### src/hw/rtl/vrbp_pkg.sv
// Shared types, constants and codes of the vertical recursive bilateral pass.
package vrbp_pkg;

   // Default geometry and fixed-point format.
   localparam int DEF_MAX_WIDTH = 1024;
   localparam int DEF_FRAC_BITS = 16;

   // Field widths of the stream items.
   localparam int COLUMN_W = 10;
   localparam int PIXEL_W  = 8;
   localparam int TIDX_W   = 8;
   localparam int TVAL_W   = 17;
   localparam int CSR_IDX_W  = 2;
   localparam int CSR_DATA_W = 17;

   // Request queue between the front and the back.
   localparam int QDEPTH  = 4;
   localparam int QPTR_W  = 2;
   localparam int QCNT_W  = 3;

   // Action codes carried in tuser.
   localparam logic ACT_FILTER = 1'b0;
   localparam logic ACT_LOAD   = 1'b1;

   // Configuration register indexes.
   localparam logic [CSR_IDX_W-1:0] CSR_ALPHA    = 2'd0;
   localparam logic [CSR_IDX_W-1:0] CSR_BACKWARD = 2'd1;

   // One classified request as it travels through the queue and the pipeline.
   typedef struct packed {
      logic                load;
      logic                first;
      logic [COLUMN_W-1:0] column;
      logic [PIXEL_W-1:0]  pixel;
      logic [PIXEL_W-1:0]  prior;
      logic [TIDX_W-1:0]   tidx;
      logic [TVAL_W-1:0]   tval;
   } item_type;

   // Queue status reported by the front.
   typedef struct packed {
      logic              push;
      logic              pop;
      logic [QCNT_W-1:0] count;
   } front_status_type;

   // Issue status reported by the back.
   typedef struct packed {
      logic issue;
      logic hazard;
   } back_status_type;

endpackage

### src/hw/rtl/vrbp_front.sv
// Front end: queues requests but drops out-of-range filter requests.
module vrbp_front
   import vrbp_pkg::*;
#(
   parameter int MAX_WIDTH = DEF_MAX_WIDTH
) (
   input  logic             clock,
   input  logic             reset,
   input  logic             in_valid,
   output logic             in_ready,
   input  item_type         in_item,
   output logic             head_valid,
   output item_type         head_item,
   input  logic             head_pop,
   output front_status_type status
);

   item_type          queue_ff [QDEPTH];
   logic [QPTR_W-1:0] wr_ptr_ff, wr_ptr_in;
   logic [QPTR_W-1:0] rd_ptr_ff, rd_ptr_in;
   logic [QCNT_W-1:0] count_ff, count_in;
   logic              accept;
   logic              in_range;
   logic              push;

   // A load always goes in; a filter request only when its column exists.
   assign in_range = (32'(in_item.column) < 32'(MAX_WIDTH));
   assign in_ready = (count_ff != QCNT_W'(QDEPTH));
   assign accept   = in_valid && in_ready;
   assign push     = accept && (in_item.load || in_range);

   assign head_valid = (count_ff != '0);
   assign head_item  = queue_ff[rd_ptr_ff];

   // Pointer and fill count update.
   always_comb begin
      wr_ptr_in = push ? wr_ptr_ff + 1'b1 : wr_ptr_ff;
      rd_ptr_in = head_pop ? rd_ptr_ff + 1'b1 : rd_ptr_ff;
      count_in  = count_ff + QCNT_W'(push) - QCNT_W'(head_pop);
   end

   always_ff @(posedge clock) begin
      if (reset) begin
         wr_ptr_ff <= '0;
         rd_ptr_ff <= '0;
         count_ff  <= '0;
      end else begin
         wr_ptr_ff <= wr_ptr_in;
         rd_ptr_ff <= rd_ptr_in;
         count_ff  <= count_in;
      end
   end

   // Queue storage.
   always_ff @(posedge clock) begin
      if (push) begin
         queue_ff[wr_ptr_ff] <= in_item;
      end
   end

   assign status.push  = push;
   assign status.pop   = head_pop;
   assign status.count = count_ff;

endmodule

### config.mk
export PLATFORM = sky130hd
export DESIGN_NAME = vrbp_front
export DESIGN_NICKNAME = d
export VERILOG_FILES = /design/src/hw/rtl/vrbp_pkg.sv /design/src/hw/rtl/vrbp_front.sv
export SDC_FILE = /design/constraint.sdc
export NUM_CORES = 1
export LEC_CHECK = 0
export BUFFER_PORTS_ARGS = -buffer_cell sky130_fd_sc_hd__buf_2
export CORE_ASPECT_RATIO = 1.4
export CORE_MARGIN = 2
export CORE_UTILIZATION = 38
export CTS_CLUSTER_DIAMETER = 50
export DETAILED_ROUTE_END_ITERATION = 8
export GPL_TIMING_DRIVEN = 0
export PLACE_DENSITY = 0.58
export SLEW_MARGIN = 25
export SYNTH_ARGS = -nofsm -noshare
export SYNTH_HDL_FRONTEND = slang
export SYNTH_SLANG_ARGS = --single-unit
### constraint.sdc
create_clock -name clock -period 4.3 [get_ports clock]
set_input_delay 0.645 -clock clock [delete_from_list [all_inputs] [get_ports clock]]
set_output_delay 0.645 -clock clock [all_outputs]
set_load 0.01 [all_outputs]
---- Word-level counts from Yosys, hierarchy flattened ----
Memories as Yosys holds them, arrays and structs flattened. A register that Yosys moved wholly into a read port is not among the register bits.
Cells that the tools add are included.
word-level totals
  memories kept ........................... 1
  bits in registers ....................... 7
  bits in writable memories ............... 212
memory list
  name      depth  width  rd ports  clocked after memory_dff  write ports  line              source
  queue_ff  4      53     1         1                         1            vrbp_front.sv:18  item_type queue_ff [QDEPTH];
operators by class
  equal/unequal tests ..................... 1
  mux-type cells .......................... 4
  add/sub/neg operators ................... 4
  reduce and logical (&&, ||, !) cells .... 2
operator list
  operator               number
  $add A2 B1 Y2 const B  2
  $mux W2                2
  $add A3 B1 Y3          1
  $ne A3 B3 Y1 const B   1
  $reduce_bool A3 Y1     1
  $sub A3 B1 Y3          1
  $mux W1                2
  $logic_and A1 B1 Y1    1

---- Depth between registers and ports, before layout ----
  depth in word-level cells ............... 4
  depth in mapped cells ................... 11
  mapped depth without buffers ............ 11

---- Worst setup path before layout ----
OpenSTA, ideal clock, no wires.
  kind .................................... input port to flip-flop
  from .................................... in in_valid
  to ...................................... mem queue_ff[0][0] in the netlist's numbering, enable pin
  data arrival time ....................... 2.229 ns
  cell stages on the path ................. 2
  path buffers ............................ 0
  slack ................................... 1.655 ns
  setup time .............................. 0.416 ns
  data required time ...................... 3.884 ns
  cell sequence ........................... a21boi_2 -> and2_1
on the way
  cells in the longest elaborated chain, start to end .. 3
RTL lines
  item                           line              source
  from (decl)                    vrbp_front.sv:9   input logic in_valid,
  $logic_and A1 B1 Y1            vrbp_front.sv:29  assign accept = in_valid && in_ready;
  $mux W1                        vrbp_front.sv:56  if (push) begin
  $mux W1 (not written as such)  vrbp_front.sv:57  queue_ff[wr_ptr_ff] <= in_item;
  to (decl)                      vrbp_front.sv:18
Every way passes these cells.

==> results.txt <==
----------------------------------------------------
[Run status]
  Result of the run ... completed

[Routing]
  Drt first-iter violations ... 213
  Initial DRT Pass Iterations ... 4
  Antenna-violating nets left ... 0
  Vias after detailed routing ... 3,676
  Final wirelength ... 14,800 um
  DR DRC count ... 0
  Routed length per placed instance ... 19.82 um
  Vias per cell ... 4.921

[Critical path]
  Critical path startpoint category ... register
  Data arrival time at the worst-slack endpoint ... 2.08 ns
  Required @ worst endpoint ... 3.65 ns
  Stage delay of the slowest cell on the critical path ... 0.38 ns
  Ordered cell list for the critical path ... clkbuf_1, buf_2, mux4_2, buf_2
  Worst setup path category ... reg -> out
  Slowest cell on the critical path ... buf_2
  Critical path endpoint category ... output port
  Maximum fanout count along the critical path ... 10
  Critical Path Most Common Cell ... buf_2

[Clocking]
  Clk_lat worst skew ... 0.50 ns
  Maximum buffer depth of the clock tree ... 3
  Clock buffers created by TritonCTS ... 22
  Total of cells resized after clock tree synthesis ... 0
  Hold buffers post-CTS ... 0
  # clock sinks ... 221
  Clock transition at path regs ... 0.06 ns
  Count of H-tree levels built during CTS ... 1
  Clock tree from TritonCTS ... built
  Number of buffers inserted to repair setup after CTS ... 0
  Cell chosen for the clock root ... clkbuf_16

[Finish]
  Share of final-layout standard cells stronger than drive strength 1 ... 44.86%
  Area added between synthesis and finish ... 20.65%
  Final instance count without filler cells ... 747
  Nets ... 534

[Global routing]
  First-pass GRT wire length ... 22,520 um
  Total congestion overflow ... 0
  Antenna violations before repair ... 0
  Combined global-route utilization of all metal layers ... 13.18%
  Number of global-route vias before repair ... 4,090
  Pin count of the biggest net entering global routing ... 30

[Logic synthesis]
  Number of distinct library cells after synthesis ... 24
  Sequential area share after synthesis ... 80.01%
  Flip-flop and latch count after synthesis ... 221
  Avg Cell Area, Syn ... 25.02 um2
  Post-synthesis net count ... 391
  Number of instances in the synthesized netlist ... 327
  Synth Warn # ... 0
  Summed instance area of the synthesized netlist ... 8182 um2

[Timing]
  Final TNS setup ... 0 ns
  Final count of hold timing violations ... 0
  Actual slew at the worst max-slew pin ... 0.4679 ns
  Post-layout min period ... 2.721 ns
  Number of max-slew violations in the final report ... 0
  Setup Viol. Count Final ... 0
  Final Cycle Share ... 63.27%
  Setup repair after global routing missed its margin ... no
  Relative slew margins ... 68.80%
  Peak clock frequency supported by timing ... 367.6 MHz
  Worst Skew ... 0.01278 ns
  Setup slack after layout ... 1.579 ns

[Power]
  P_leak ... 3.368 nW
  Power density normalized to cell area ... 533.2 nW/um2
  Post-layout total power ... 5.263 mW
  Maximum ir drop on the vdd rail ... 289.8 uV

[Floorplan]
  Die Y ... 177.6 um
  Core area ... 21,130 um2
  Horizontal die dimension ... 128.0 um
  Top Ports ... 117
  Starting utilization of the core area ... 38.73%
  Die Area ... 22,740 um2
  Site row count ... 63

[Place]
  Count of buffers from port buffering ... 115
  Dpl cells ... 706
  Final Wtd Congestion ... 0.6629
  Worst-case setup slack after placement ... 1.721 ns
  DP HPWL ... 9253 um

[Min path]
  Class of the tightest hold or removal check ... in -> reg

[Flow run]
  Count of maximum capacitance violations ... 0

----------------------------------------------------
where the power goes:
group | internal [mW] | switching [mW]
Sequential | 2.61 | 0.0589
Clock | 1.07 | 0.746
Combinational | 0.354 | 0.420
Total | 4.04 | 1.23
synthesized netlist by cell type (all sizes together):
master,count,area (um2)
nand2,2,7.510
dfxtp,9,180.2
xor2,2,17.52
edfxtp,212,6366
xnor2,1,8.760
nor2b,1,6.260
nand2b,2,12.51
mux2i,1,10.01
inv,5,18.77
and2,5,31.28
mux4,53,1205
nor3,1,5.000
clkbuf,2,7.510
or3,1,6.260
buf,13,151.4
fa,1,20.02
a21boi,1,11.26
ha,6,75.07
mux2,1,11.26
nor2,8,30.03
flip-flops by register name (all words and copies together) (netlist names), named ones only:
name and cells:
queue_ff 212, count_ff 3, rd_ptr_ff 2, wr_ptr_ff 2
logic make-up (layout without fill, tap and decap cells):
logic type,count (synthesis),in the layout,share of synthesized area [%]
adders and majority gates,7,7,1.162
muxes,55,55,14.99
DFF,221,221,80.01
other,0,1,0
buffers and inverters,20,179,2.172
xor gates and xnor gates,3,3,0.3212
and+or+nand+nor,20,20,1.208
AOI/OAI and AO/OA,1,1,0.1376
per-stage QoR:
stage	cell area, um2	util (%)	hold WS, ns
after floorplan	8182	-	0.4820
after detailed placement	9173	43.42	0.5251
after global routing	9868	46.71	0.3378
after global placement	9082	42.99	0.4921
after CTS	9868	46.71	0.3395
final	9871	46.72	0.3603
worst paths after layout:
check / startpoint / end / slack, ns / cells past startpoint
worst min-delay path: in_item[3] / queue_ff[2][3] / 0.36 / 1
worst min register to register: wr_ptr_ff[1] / wr_ptr_ff[1] / 0.53 / 2
worst max register to register: count_ff[1] / count_ff[2] / 1.89 / 11
worst max-delay path: register / head_item[7] / 1.58 / 4
worst max-delay path, delay by kind of cell, from the launching register on:
family   cells  cell delay, ns
mux          1            0.37
flops        1            0.30
buf+inv      3            0.91
metal layers:
metal	wire [um]	vias to the layer above	track usage [%]
li1	-	1659	-
met1	5642	1915	14.61
met2	8178	82	24.87
met3	706	20	2.985
met4	275	0	4.121
met5	0	-	0
area by class of cell:
| type | count | area, um2 |
|---|---|---|
| plain buffers | 15 | 158.9 |
| repair buffers | 119 | 655.6 |
| well taps | 260 | 325.3 |
| clock buffers | 32 | 629.4 |
| flip-flops and latches | 221 | 6546 |
| diodes | 1 | 2.502 |
| clock inverters | 8 | 66.31 |
| fillers | 1787 | 11250 |
| multi-input cells | 86 | 1468 |
| inverters | 5 | 18.77 |
layout by cell type (no fill, tap or decap):
| cell type | n |
|---|---|
| a21boi_2 | 1 |
| and2_1 | 1 |
| and2_4 | 4 |
| buf_12 | 9 |
| buf_2 | 120 |
| buf_4 | 2 |
| buf_6 | 1 |
| bufinv_16 | 1 |
| clkbuf_1 | 9 |
| clkbuf_16 | 23 |
| clkbuf_8 | 2 |
| clkinv_1 | 3 |
| clkinv_2 | 2 |
| clkinvlp_4 | 2 |
| dfxtp_1 | 9 |
| diode_2 | 1 |
| edfxtp_1 | 212 |
| fa_1 | 1 |
| ha_1 | 6 |
| inv_1 | 5 |
| mux2_2 | 1 |
| mux2i_1 | 1 |
| mux4_1 | 3 |
| mux4_2 | 50 |
| nand2_1 | 2 |
| nand2b_1 | 2 |
| nor2_1 | 8 |
| nor2b_1 | 1 |
| nor3_1 | 1 |
| or3_1 | 1 |
| xnor2_1 | 1 |
| xor2_1 | 2 |
Note: power is estimated with default switching activity, not from simulation.
